===== src/design/spsl_pkg.sv =====
// ============================================================================
// spsl_pkg: shared types and constants of the servo pulse slew limiter
// Request codes, register indexes, controller states and the command and
// status bundles passed between controller and datapath.
// ============================================================================
package spsl_pkg;

  // Request type codes
  localparam logic REQ_TICK   = 1'b0;
  localparam logic REQ_TARGET = 1'b1;

  // Velocity mode codes (the unused code keeps step and limit)
  localparam logic [1:0] VEL_KEEP = 2'd0;
  localparam logic [1:0] VEL_SET  = 2'd1;
  localparam logic [1:0] VEL_OFF  = 2'd2;

  // Configuration register indexes
  localparam int unsigned CFG_IDX_W  = 3;
  localparam int unsigned CFG_DATA_W = 16;
  localparam logic [CFG_IDX_W-1:0] CFG_MIN_PW    = 3'd0;
  localparam logic [CFG_IDX_W-1:0] CFG_MAX_PW    = 3'd1;
  localparam logic [CFG_IDX_W-1:0] CFG_MAX_VEL   = 3'd2;
  localparam logic [CFG_IDX_W-1:0] CFG_INVERT    = 3'd3;
  localparam logic [CFG_IDX_W-1:0] CFG_MIN_ANGLE = 3'd4;
  localparam logic [CFG_IDX_W-1:0] CFG_MAX_ANGLE = 3'd5;

  // Register reset values
  localparam logic [11:0] MIN_PW_RST    = 12'd600;
  localparam logic [11:0] MAX_PW_RST    = 12'd2400;
  localparam logic [15:0] MAX_VEL_RST   = 16'd500;
  localparam logic [7:0]  MIN_ANGLE_RST = 8'd0;
  localparam logic [7:0]  MAX_ANGLE_RST = 8'd180;
  localparam logic [15:0] PULSE_RST     = 16'd1500;
  localparam logic [15:0] STEP_RST      = 16'd100;

  // Angle and percent ceilings
  localparam logic [7:0] ANGLE_FULL = 8'd180;
  localparam logic [7:0] PCT_FULL   = 8'd100;

  // Reciprocal of 180 in 20 fractional bits, exact for spans up to 4095
  localparam logic [12:0] RECIP_180   = 13'd5826;
  localparam int unsigned RECIP_SHIFT = 20;

  // Step division by 900000 on a 35-bit dividend: drop the factor 32, then
  // multiply by the reciprocal of 28125 in 45 fractional bits, exact for
  // every 30-bit value left after the shift
  localparam int unsigned DIV_W            = 35;
  localparam logic [DIV_W-1:0] STEP_DIVISOR = 35'd900000;
  localparam int unsigned STEP_PRE_SHIFT   = 5;
  localparam logic [30:0] STEP_RECIP       = 31'd1250999897;
  localparam int unsigned STEP_RECIP_SHIFT = 45;

  typedef enum logic [2:0] {
    ST_IDLE,
    ST_TICK,
    ST_SPAN,
    ST_PULSE,
    ST_CLAMP,
    ST_DIV,
    ST_DONE
  } state_t;

  typedef struct packed {
    logic load_in;
    logic do_tick;
    logic do_span;
    logic do_pulse;
    logic do_clamp;
    logic div_step;
    logic load_out;
  } ctrl_cmd_t;

  typedef struct packed {
    logic req_target;
    logic need_div;
  } dp_status_t;

endpackage


===== src/design/spsl_ctrl.sv =====
// ============================================================================
// spsl_ctrl: request sequencer
// Walks each accepted request through the datapath steps and owns the
// output valid flag.
// ============================================================================
module spsl_ctrl (
  input  logic                  clk,
  input  logic                  rst_n,
  input  logic                  in_valid,
  output logic                  in_ready,
  output logic                  out_valid,
  input  logic                  out_ready,
  input  spsl_pkg::dp_status_t  status,
  output spsl_pkg::ctrl_cmd_t   cmd
);
  import spsl_pkg::*;

  state_t state_r, state_nxt;
  logic   out_valid_r, out_valid_nxt;
  logic   out_free;

  // State and output flag registers
  always_ff @(posedge clk) begin
    if (!rst_n) begin
      state_r     <= ST_IDLE;
      out_valid_r <= 1'b0;
    end else begin
      state_r     <= state_nxt;
      out_valid_r <= out_valid_nxt;
    end
  end

  assign out_free = !out_valid_r || out_ready;

  // Next state and commands
  always_comb begin
    state_nxt = state_r;
    cmd       = '0;
    unique case (state_r)
      ST_IDLE: begin
        if (in_valid) begin
          cmd.load_in = 1'b1;
          state_nxt   = ST_TICK;
        end
      end
      ST_TICK: begin
        // the captured request decides which path runs
        if (status.req_target) begin
          cmd.do_span = 1'b1;
          state_nxt   = ST_PULSE;
        end else begin
          cmd.do_tick = 1'b1;
          state_nxt   = ST_DONE;
        end
      end
      ST_SPAN: begin
        cmd.do_span = 1'b1;
        state_nxt   = ST_PULSE;
      end
      ST_PULSE: begin
        cmd.do_pulse = 1'b1;
        state_nxt    = ST_CLAMP;
      end
      ST_CLAMP: begin
        cmd.do_clamp = 1'b1;
        if (status.need_div) begin
          state_nxt = ST_DIV;
        end else begin
          state_nxt = ST_DONE;
        end
      end
      ST_DIV: begin
        cmd.div_step = 1'b1;
        state_nxt    = ST_DONE;
      end
      ST_DONE: begin
        if (out_free) begin
          cmd.load_out = 1'b1;
          state_nxt    = ST_IDLE;
        end
      end
      default: begin
        state_nxt = ST_IDLE;
      end
    endcase
  end

  // Set on a new result, drop when taken
  always_comb begin
    out_valid_nxt = out_valid_r;
    if (cmd.load_out) begin
      out_valid_nxt = 1'b1;
    end else if (out_ready) begin
      out_valid_nxt = 1'b0;
    end
  end

  assign in_ready  = (state_r == ST_IDLE);
  assign out_valid = out_valid_r;

endmodule


===== src/design/spsl_dp.sv =====
// ============================================================================
// spsl_dp: slew limiter datapath
// Configuration registers, angle-to-pulse mapping, window clamp, velocity
// step division, pulse state and the output register.
// ============================================================================
module spsl_dp (
  input  logic                                  clk,
  input  logic                                  rst_n,
  input  spsl_pkg::ctrl_cmd_t                   cmd,
  output spsl_pkg::dp_status_t                  status,
  input  logic                                  cfg_we,
  input  logic [spsl_pkg::CFG_IDX_W-1:0]        cfg_index,
  input  logic [spsl_pkg::CFG_DATA_W-1:0]       cfg_wdata,
  input  logic                                  in_req_type,
  input  logic [7:0]                            in_target_angle,
  input  logic [1:0]                            in_velocity_mode,
  input  logic [7:0]                            in_velocity_pct,
  output logic [15:0]                           out_next_pulse,
  output logic [15:0]                           out_current_pulse,
  output logic [15:0]                           out_destination_pulse,
  output logic                                  out_limit_active
);
  import spsl_pkg::*;

  // Map an angle to a pulse width, wrapping at 16 bits
  function automatic logic [15:0] angle_pulse(input logic [5:0] per,
                                              input logic [7:0] ang,
                                              input logic [11:0] minw);
    logic [15:0] per_x;
    logic [15:0] ang_x;
    logic [15:0] prod;
    per_x = {{10{per[5]}}, per};
    ang_x = {8'd0, ang};
    prod  = per_x * ang_x;
    return prod + {4'd0, minw};
  endfunction

  // Configuration registers
  logic [11:0] min_pw_r, max_pw_r;
  logic [15:0] max_vel_r;
  logic        invert_r;
  logic [7:0]  min_angle_r, max_angle_r;

  // Pulse state
  logic [15:0] cur_r, next_r, dest_r, step_r;
  logic        limit_r;

  // Captured request
  logic        req_r;
  logic [7:0]  angle_r;
  logic [1:0]  mode_r;
  logic [7:0]  pct_r;

  // Command pipeline
  logic [5:0]       per_r;
  logic             neg_r;
  logic [22:0]      prod1_r;
  logic [DIV_W-1:0] prod2_r;
  logic [15:0]      lo_r, hi_r, dpls_r;

  // Output register
  logic [15:0] o_next_r, o_cur_r, o_dest_r;
  logic        o_limit_r;

  // Combinational helpers
  logic [12:0]      span;
  logic             span_neg;
  logic [11:0]      span_abs;
  logic [24:0]      per_prod;
  logic [4:0]       per_mag;
  logic [6:0]       pct_c;
  logic [7:0]       ang_c, ang_m, lo_ang, hi_ang;
  logic [15:0]      clamp_hi, clamp_d;
  logic [15:0]      up_sum, dn_diff, tick_next;
  logic [29:0]      step_y;
  logic [60:0]      step_prod;
  logic [15:0]      step_quo;

  // Write configuration
  always_ff @(posedge clk) begin
    if (!rst_n) begin
      min_pw_r    <= MIN_PW_RST;
      max_pw_r    <= MAX_PW_RST;
      max_vel_r   <= MAX_VEL_RST;
      invert_r    <= 1'b0;
      min_angle_r <= MIN_ANGLE_RST;
      max_angle_r <= MAX_ANGLE_RST;
    end else if (cfg_we) begin
      unique case (cfg_index)
        CFG_MIN_PW:    min_pw_r    <= cfg_wdata[11:0];
        CFG_MAX_PW:    max_pw_r    <= cfg_wdata[11:0];
        CFG_MAX_VEL:   max_vel_r   <= cfg_wdata;
        CFG_INVERT:    invert_r    <= cfg_wdata[0];
        CFG_MIN_ANGLE: min_angle_r <= cfg_wdata[7:0];
        CFG_MAX_ANGLE: max_angle_r <= cfg_wdata[7:0];
        default: ;
      endcase
    end
  end

  // Span, per-degree slope magnitude and clamped percent
  assign span     = {1'b0, max_pw_r} - {1'b0, min_pw_r};
  assign span_neg = span[12];
  assign span_abs = span_neg ? 12'(-span) : span[11:0];
  assign per_prod = {13'd0, span_abs} * {12'd0, RECIP_180};
  assign per_mag  = per_prod[RECIP_SHIFT+4:RECIP_SHIFT];
  assign pct_c    = (pct_r > PCT_FULL) ? PCT_FULL[6:0] : pct_r[6:0];

  // Angles: clamp, mirror, window ends
  assign ang_c  = (angle_r > ANGLE_FULL) ? ANGLE_FULL : angle_r;
  assign ang_m  = invert_r ? (ANGLE_FULL - ang_c) : ang_c;
  assign lo_ang = invert_r ? (ANGLE_FULL - max_angle_r) : min_angle_r;
  assign hi_ang = invert_r ? (ANGLE_FULL - min_angle_r) : max_angle_r;

  // Clamp to hi first, then lo
  assign clamp_hi = (dpls_r > hi_r) ? hi_r : dpls_r;
  assign clamp_d  = (clamp_hi < lo_r) ? lo_r : clamp_hi;

  // Tick: move next pulse toward destination
  assign up_sum  = next_r + step_r;
  assign dn_diff = next_r - step_r;
  always_comb begin
    tick_next = next_r;
    if (!limit_r) begin
      tick_next = dest_r;
    end else if (dest_r > next_r) begin
      tick_next = (up_sum > dest_r) ? dest_r : up_sum;
    end else if (dest_r < next_r) begin
      tick_next = (dn_diff < dest_r) ? dest_r : dn_diff;
    end
  end

  // Step quotient: shift out the factor 32, multiply by the reciprocal
  assign step_y    = prod2_r[DIV_W-1:STEP_PRE_SHIFT];
  assign step_prod = {31'd0, step_y} * {30'd0, STEP_RECIP};
  assign step_quo  = step_prod[STEP_RECIP_SHIFT+15:STEP_RECIP_SHIFT];

  // Capture the request and run the command pipeline
  always_ff @(posedge clk) begin
    if (cmd.load_in) begin
      req_r   <= in_req_type;
      angle_r <= in_target_angle;
      mode_r  <= in_velocity_mode;
      pct_r   <= in_velocity_pct;
    end
    if (cmd.do_span) begin
      per_r   <= span_neg ? 6'(-{1'b0, per_mag}) : {1'b0, per_mag};
      neg_r   <= span_neg;
      prod1_r <= {7'd0, max_vel_r} * {16'd0, pct_c};
    end
    if (cmd.do_pulse) begin
      lo_r    <= angle_pulse(per_r, lo_ang, min_pw_r);
      hi_r    <= angle_pulse(per_r, hi_ang, min_pw_r);
      dpls_r  <= angle_pulse(per_r, ang_m, min_pw_r);
      prod2_r <= {12'd0, prod1_r} * {23'd0, span_abs};
    end
    if (cmd.load_out) begin
      o_next_r  <= next_r;
      o_cur_r   <= cur_r;
      o_dest_r  <= dest_r;
      o_limit_r <= limit_r;
    end
  end

  // Pulse state updates
  always_ff @(posedge clk) begin
    if (!rst_n) begin
      cur_r   <= PULSE_RST;
      next_r  <= PULSE_RST;
      dest_r  <= PULSE_RST;
      step_r  <= STEP_RST;
      limit_r <= 1'b0;
    end else begin
      if (cmd.do_tick) begin
        cur_r  <= next_r;
        next_r <= tick_next;
      end
      if (cmd.do_clamp) begin
        dest_r <= clamp_d;
        if (mode_r == VEL_SET) begin
          limit_r <= 1'b1;
          if (neg_r) begin
            step_r <= '0;
          end
        end else if (mode_r == VEL_OFF) begin
          limit_r <= 1'b0;
        end
      end
      if (cmd.div_step) begin
        step_r <= step_quo;
      end
    end
  end

  assign status.req_target = (req_r == REQ_TARGET);
  assign status.need_div   = (mode_r == VEL_SET) && !neg_r;

  assign out_next_pulse        = o_next_r;
  assign out_current_pulse     = o_cur_r;
  assign out_destination_pulse = o_dest_r;
  assign out_limit_active      = o_limit_r;

endmodule


===== src/design/servo_pulse_slew_limiter.sv =====
// ============================================================================
// servo_pulse_slew_limiter: servo set-point slew-rate limiter
// Converts target angles into clamped pulse widths and walks the sent pulse
// toward the target by a bounded step on each 50 Hz tick.
// ============================================================================
// One request is worked on at a time and each gives one result. A tick
// request passes the tick and done states; a target command passes the
// tick, pulse, clamp and done states, and one that sets the velocity step
// also the division state, which divides by a reciprocal multiply. The result
// sits in an output register, so the next request is taken while the
// previous result still waits; a second finished request holds until that
// result is taken. Write configuration only while no request is in flight;
// it is used by the next request.
module servo_pulse_slew_limiter (
  input  logic                              clk,
  input  logic                              rst_n,
  input  logic                              cfg_we,
  input  logic [spsl_pkg::CFG_IDX_W-1:0]    cfg_index,
  input  logic [spsl_pkg::CFG_DATA_W-1:0]   cfg_wdata,
  input  logic                              in_valid,
  output logic                              in_ready,
  input  logic                              in_req_type,
  input  logic [7:0]                        in_target_angle,
  input  logic [1:0]                        in_velocity_mode,
  input  logic [7:0]                        in_velocity_pct,
  output logic                              out_valid,
  input  logic                              out_ready,
  output logic [15:0]                       out_next_pulse,
  output logic [15:0]                       out_current_pulse,
  output logic [15:0]                       out_destination_pulse,
  output logic                              out_limit_active
);
  import spsl_pkg::*;

  ctrl_cmd_t  cmd;
  dp_status_t status;

  // Request sequencer
  spsl_ctrl u_ctrl (
    .clk       (clk),
    .rst_n     (rst_n),
    .in_valid  (in_valid),
    .in_ready  (in_ready),
    .out_valid (out_valid),
    .out_ready (out_ready),
    .status    (status),
    .cmd       (cmd)
  );

  // Datapath
  spsl_dp u_dp (
    .clk                   (clk),
    .rst_n                 (rst_n),
    .cmd                   (cmd),
    .status                (status),
    .cfg_we                (cfg_we),
    .cfg_index             (cfg_index),
    .cfg_wdata             (cfg_wdata),
    .in_req_type           (in_req_type),
    .in_target_angle       (in_target_angle),
    .in_velocity_mode      (in_velocity_mode),
    .in_velocity_pct       (in_velocity_pct),
    .out_next_pulse        (out_next_pulse),
    .out_current_pulse     (out_current_pulse),
    .out_destination_pulse (out_destination_pulse),
    .out_limit_active      (out_limit_active)
  );

endmodule


===== config.mk =====
export PLATFORM = sky130hd
export DESIGN_NAME = servo_pulse_slew_limiter
export DESIGN_NICKNAME = d
export VERILOG_FILES = /design/src/design/spsl_pkg.sv /design/src/design/spsl_ctrl.sv /design/src/design/spsl_dp.sv /design/src/design/servo_pulse_slew_limiter.sv
export SDC_FILE = /design/constraint.sdc
export NUM_CORES = 2
export LEC_CHECK = 0
export ABC_AREA = 1
export BUFFER_PORTS_ARGS = -buffer_cell sky130_fd_sc_hd__buf_2
export CAP_MARGIN = 15
export CORE_MARGIN = 2
export CORE_UTILIZATION = 55
export CTS_CLUSTER_DIAMETER = 60
export CTS_CLUSTER_SIZE = 30
export DETAILED_ROUTE_END_ITERATION = 12
export PLACE_DENSITY = 0.71
export SETUP_SLACK_MARGIN = 0.3
export SYNTH_ARGS = -nofsm -noshare
export SYNTH_HDL_FRONTEND = slang
export SYNTH_HIERARCHICAL = 1
export SYNTH_SLANG_ARGS = --single-unit
export TNS_END_PERCENT = 50

===== constraint.sdc =====
create_clock -name clk -period 21.1 [get_ports clk]
set_input_delay 2.11 -clock clk [delete_from_list [all_inputs] [get_ports clk]]
set_output_delay 2.11 -clock clk [all_outputs]
set_load 0.01 [all_outputs]

; ---- Word-level counts from Yosys, hierarchy flattened
; Index checks and enable logic that the tools add are counted.
[classes]
add_sub_neg = 11
muxes = 38
order_cmp = 8
n_eq_ne = 16
reduce_logical = 21
mul = 7
[op_table]
columns = op, n
row1 = $mux W16, 11
row2 = $mul A30 B31 Y61 const B, 1
row3 = $add A16 B12 Y16, 3
row4 = $gt A16 B16 Y1, 3
row5 = $lt A16 B16 Y1, 3
row6 = $mul A6 B9 Y15, 3
row7 = $mul A23 B12 Y35, 1
row8 = $mux W8, 4
row9 = $mul A12 B12 Y24 const B, 1
row10 = $sub A8 B8 Y8 const A, 3
row11 = $mul A16 B7 Y23, 1
row12 = $pmux W3 S7, 1
row13 = $reduce_and A2 Y1, 9
row14 = $add A16 B16 Y16, 1
row15 = $sub A16 B16 Y16, 1
row16 = $eq A3 B3 Y1 const B, 5
row17 = $mux W1, 14
row18 = $sub A12 B12 Y13, 1
row19 = $eq A3 B2 Y1 const B, 4
row20 = $mux W12, 1
row21 = $neg A12 Y12, 1
row22 = $reduce_bool A2 Y1, 5
row23 = $mux W3, 3
row24 = $gt A8 B7 Y1 const B, 1
row25 = 17 further kinds, 20
[totals]
regBits = 307
out_inout_bits = 51
input_bits = 43

; ---- Depth between registers and ports, before layout
[logic_depth]
word_depth = 6
ltp_mapped = 41
mapped_depth_nobuf = 39

; ---- By module
; Netlist, hierarchy kept.
[by_module_without_submodules]
columns = mod, cells_per_inst, area_each_um2, instances
row1 = spsl_dp, 5816, 49935.4, 1
row2 = spsl_ctrl, 50, 275.3, 1

; ---- Least setup slack after synthesis
; OpenSTA, ideal clock, no wires.
[synth_path]
kind = register -> register
from = register u_dp.min_pw_r[0]
to = register u_dp.prod2_r[34] (data pin)
required_ps = 20835
arrival_ps = 6476
path_stages_with_launch = 36
slack_ps = 14359
setup_time_ps = 265
path_cell_list = dfxtp_1 -> ha_1 -> inv_1 -> fa_1 -> inv_1 -> ha_1 -> inv_1 -> nor2_2 -> nand2_2 -> nor2_4 -> nand2_2 -> nor3_4 -> nand3_2 -> nand3_1 -> nand2_2 -> buf_6 -> inv_4 -> buf_12 -> nor2_4 -> fa_1 -> inv_1 -> fa_1 -> fa_1 -> fa_1 -> inv_1 -> fa_1 -> ha_1 -> nand2_1 -> nor4_1 -> nand3_1 -> nand3_1 -> nand3_1 -> nand2_1 -> a21oi_1 -> o21ai_0 -> xor2_1
[synth_via]
elab_chain_len = 4
[synth_lines]
columns = element, line
row1 = from (decl), spsl_dp.sv:39  ; logic [11:0] min_pw_r, max_pw_r;
row2 = from (signal assigned), spsl_dp.sv:90  ; CFG_MIN_PW: min_pw_r <= cfg_wdata[11:0];
row3 = $sub A12 B12 Y13 *, spsl_dp.sv:102  ; assign span = {1'b0, max_pw_r} - {1'b0, min_pw_r};
row4 = $neg A12 Y12, spsl_dp.sv:104  ; assign span_abs = span_neg ? 12'(-span) : span[11:0];
row5 = $mux W12 *, spsl_dp.sv:104
row6 = $mul A23 B12 Y35 *, spsl_dp.sv:155  ; prod2_r <= {12'd0, prod1_r} * {23'd0, span_abs};
row7 = to (signal assigned), spsl_dp.sv:155
row8 = to (decl), spsl_dp.sv:58  ; logic [DIV_W-1:0] prod2_r;
; Mark *: on every way between the ends. The rest lies on a longest branch, timed or not.
; A chain may end at the register's enable or synchronous reset.

; ---- Worst setup path after layout
; Same ends and word-level chain as after synthesis.

==> reports/qor.yml <==
synth_top_area_share: 0.290
std_cell_rows: 110
path_common_cell: "fa_1"
grt_pass1_wl_um: 205000
dieArea_um2: 93700
crit_buf_inv: 6
postCtsSetupBuffers: 0
cts_resized: 0
max_cap_viol_count: 0
clk_latency_ns: 0.61
vias_per_cell: 5.36
synth_seq_cells: 302
worstSetupPathType: "flip-flop to flip-flop"
synthArstFlopShare: 0
antenna_left: 0
reg_top3: "u_dp/prod2_r: 30 flops, u_dp/prod1_r: 23 flops"
cts_buffers: 29
critPathSlowestCell: "inv_1"
max_slew_margin: 0.239
cts_tree: "built"
layout_commonest_cell: "inv_1"
layout_common_cells: "inv_1 (1,399), nand2_1 (892), ha_1 (795)"
synth-seq-area-share: 0.155
synth-edff-count: 176
yosysWarnings: 6
routed_wl_um: 126000
grt_overflow: 0
hold_slack_ns: 0.436
synth.area.top_cells: "fa_1 (29%), ha_1 (20%), edfxtp_1 (11%)"
synth_top_area_cell: "fa_1"
clk_pin_slew_ns: 0.08
cp-start-kind: "flip-flop"
timing.final.crit_share: 0.383
grt_pass1_vias: 39200
setup-violations-final: 0
startpoint: "u_dp/min_pw_r[0]$_SDFFE_PN0P_"
grt_max_degree: 65
fin_tns_setup_ns: 0
top_register: "u_dp/prod2_r"
nets: 7457
rsz0062_at_grt: "no"
tightest_slew_ns: 1.13
syn-cell-area_um2: 50200
clock_path_buffers: 3
num_vias: 38000
reg2reg_from: "u_dp/min_pw_r[0]$_SDFFE_PN0P_"
ys.flop_type: "edfxtp_1"
place_congestion: 0.949
synthCells: 5866
crit_fanout: 16
drtPass1Iterations: 8
die_h_um: 306
max_stage_delay_ns: 0.68
fin_skew_ns: 0.0202
io_pins: 94
synth_nets: 7432
grtUsageTotal: 0.276
largest_reg_flops: 30
status: "complete, no violations"
drive_gt1_frac: 0.0399
hpwl_um: 108000
hold_start: "u_dp/cur_r[6]$_SDFFE_PN1P_"
cp_data_required_time_ns: 21.44
start_util: 0.556
antenna_cells: 0
postCtsHoldBufs: 0
antenna_found_initial: 0
critical_path_arrival_ns: 8.43
io_buffers: 93
hold_violations: 0
path_delay_family: "adder cells"
drt_iter0_drc: 2286
multi_input_area_um2: 36600
placed_area_um2: 51800
max_freq_mhz: 124
stdcell_area_um2: 52900
wl_per_cell_um: 17.8
die_w_um: 306
root_buffer: "clkbuf_16"
core_um2: 90300
syn_area_per_cell_um2: 8.56
cts_sinks: 302
nFillCells: 8081
endpoint_kind: "flip-flop"
htree_num_levels: 1
synthToLayoutAreaGrowth_pct: 5.37
drc_errors: 0
finalMaxSlewViolations: 0
final-seq-area_um2: 7810
hold_class: "flip-flop to flip-flop"
period_needed_ns: 8.09
yosysUniqueCellTypes: 65
==> stage by stage <==
step / util / setup WS [ns] / instances
final: 0.586 / 13.01 / 7090
after global routing: 0.586 / 12.46 / 7090
after CTS: 0.586 / 13.04 / 7090
after detailed placement: 0.574 / 13.09 / 7036
after global placement: 0.574 / 13.29 / 7036
after floorplan: - / 14.36 / 5866
==> cells in the mapped netlist, types with 11 or more instances <==
| cell | number |
|---|---|
| o21a_1 | 12 |
| o211ai_1 | 40 |
| a31oi_1 | 22 |
| buf_2 | 23 |
| xnor2_1 | 33 |
| nor3_1 | 24 |
| nand3_1 | 158 |
| o21ai_1 | 12 |
| nand2_1 | 892 |
| edfxtp_1 | 176 |
| nor2_1 | 450 |
| nor4_1 | 11 |
| o21ai_0 | 213 |
| a21oi_1 | 377 |
| ha_1 | 795 |
| nand2_2 | 19 |
| clkbuf_1 | 75 |
| o21bai_1 | 16 |
| inv_1 | 1399 |
| nand4_1 | 26 |
| dfxtp_1 | 126 |
| xor2_1 | 102 |
| fa_1 | 728 |
| nor2_4 | 13 |
==> worst register-to-register path: cells and delay by family, from the launching register on <==
kind            cells  cell delay (ns)
buf+inv             6             1.03
flops               1             0.43
xor+xnor            2             0.37
simple gates       14             2.26
fa+ha+maj           8             3.43
compound gates      2             0.31
==> per-layer routing <==
metal | vias to the layer above | GRT usage | routed length (um)
met5 | - | 0 | 0
li1 | 18400 | - | -
met2 | 1034 | 0.476 | 61000
met4 | 0 | 0.0881 | 4410
met3 | 255 | 0.0434 | 7490
met1 | 18400 | 0.357 | 53100
==> worst paths after layout <==
path / end / slack (ns) / cells past startpoint
hold reg to reg: u_dp/out_current_pulse[6]$_DFFE_PP_ / 0.44 / 0
setup / recovery: u_dp/prod2_r[34]$_DFFE_PP_ / 13.01 / 32
hold / removal: u_dp/out_current_pulse[6]$_DFFE_PP_ / 0.44 / 0
setup reg to reg: u_dp/prod2_r[34]$_DFFE_PP_ / 13.01 / 32
==> cell type report <==
class,count,area share
sequential,302,0.148
multi-input combinational,4038,0.692
timing repair buffer,108,0.0109
tap,1176,0.0278
clock inverter,23,0.00653
clock buffer,31,0.0147
inverter,1412,0.100
==> cells by family after synthesis <==
| family | Yosys count | synth area share |
|---|---|---|
| adder cells (fa/ha/maj) | 1523 | 0.488 |
| AO/OA/AOI/OAI | 750 | 0.0826 |
| XOR/XNOR | 136 | 0.0239 |
| flip-flops | 302 | 0.155 |
| buffers and inverters | 1526 | 0.115 |
| AND/OR/NAND/NOR | 1629 | 0.134 |
Power is not shown: default switching activity piles up to over one toggle a cycle in this logic, so the estimate is an artifact.
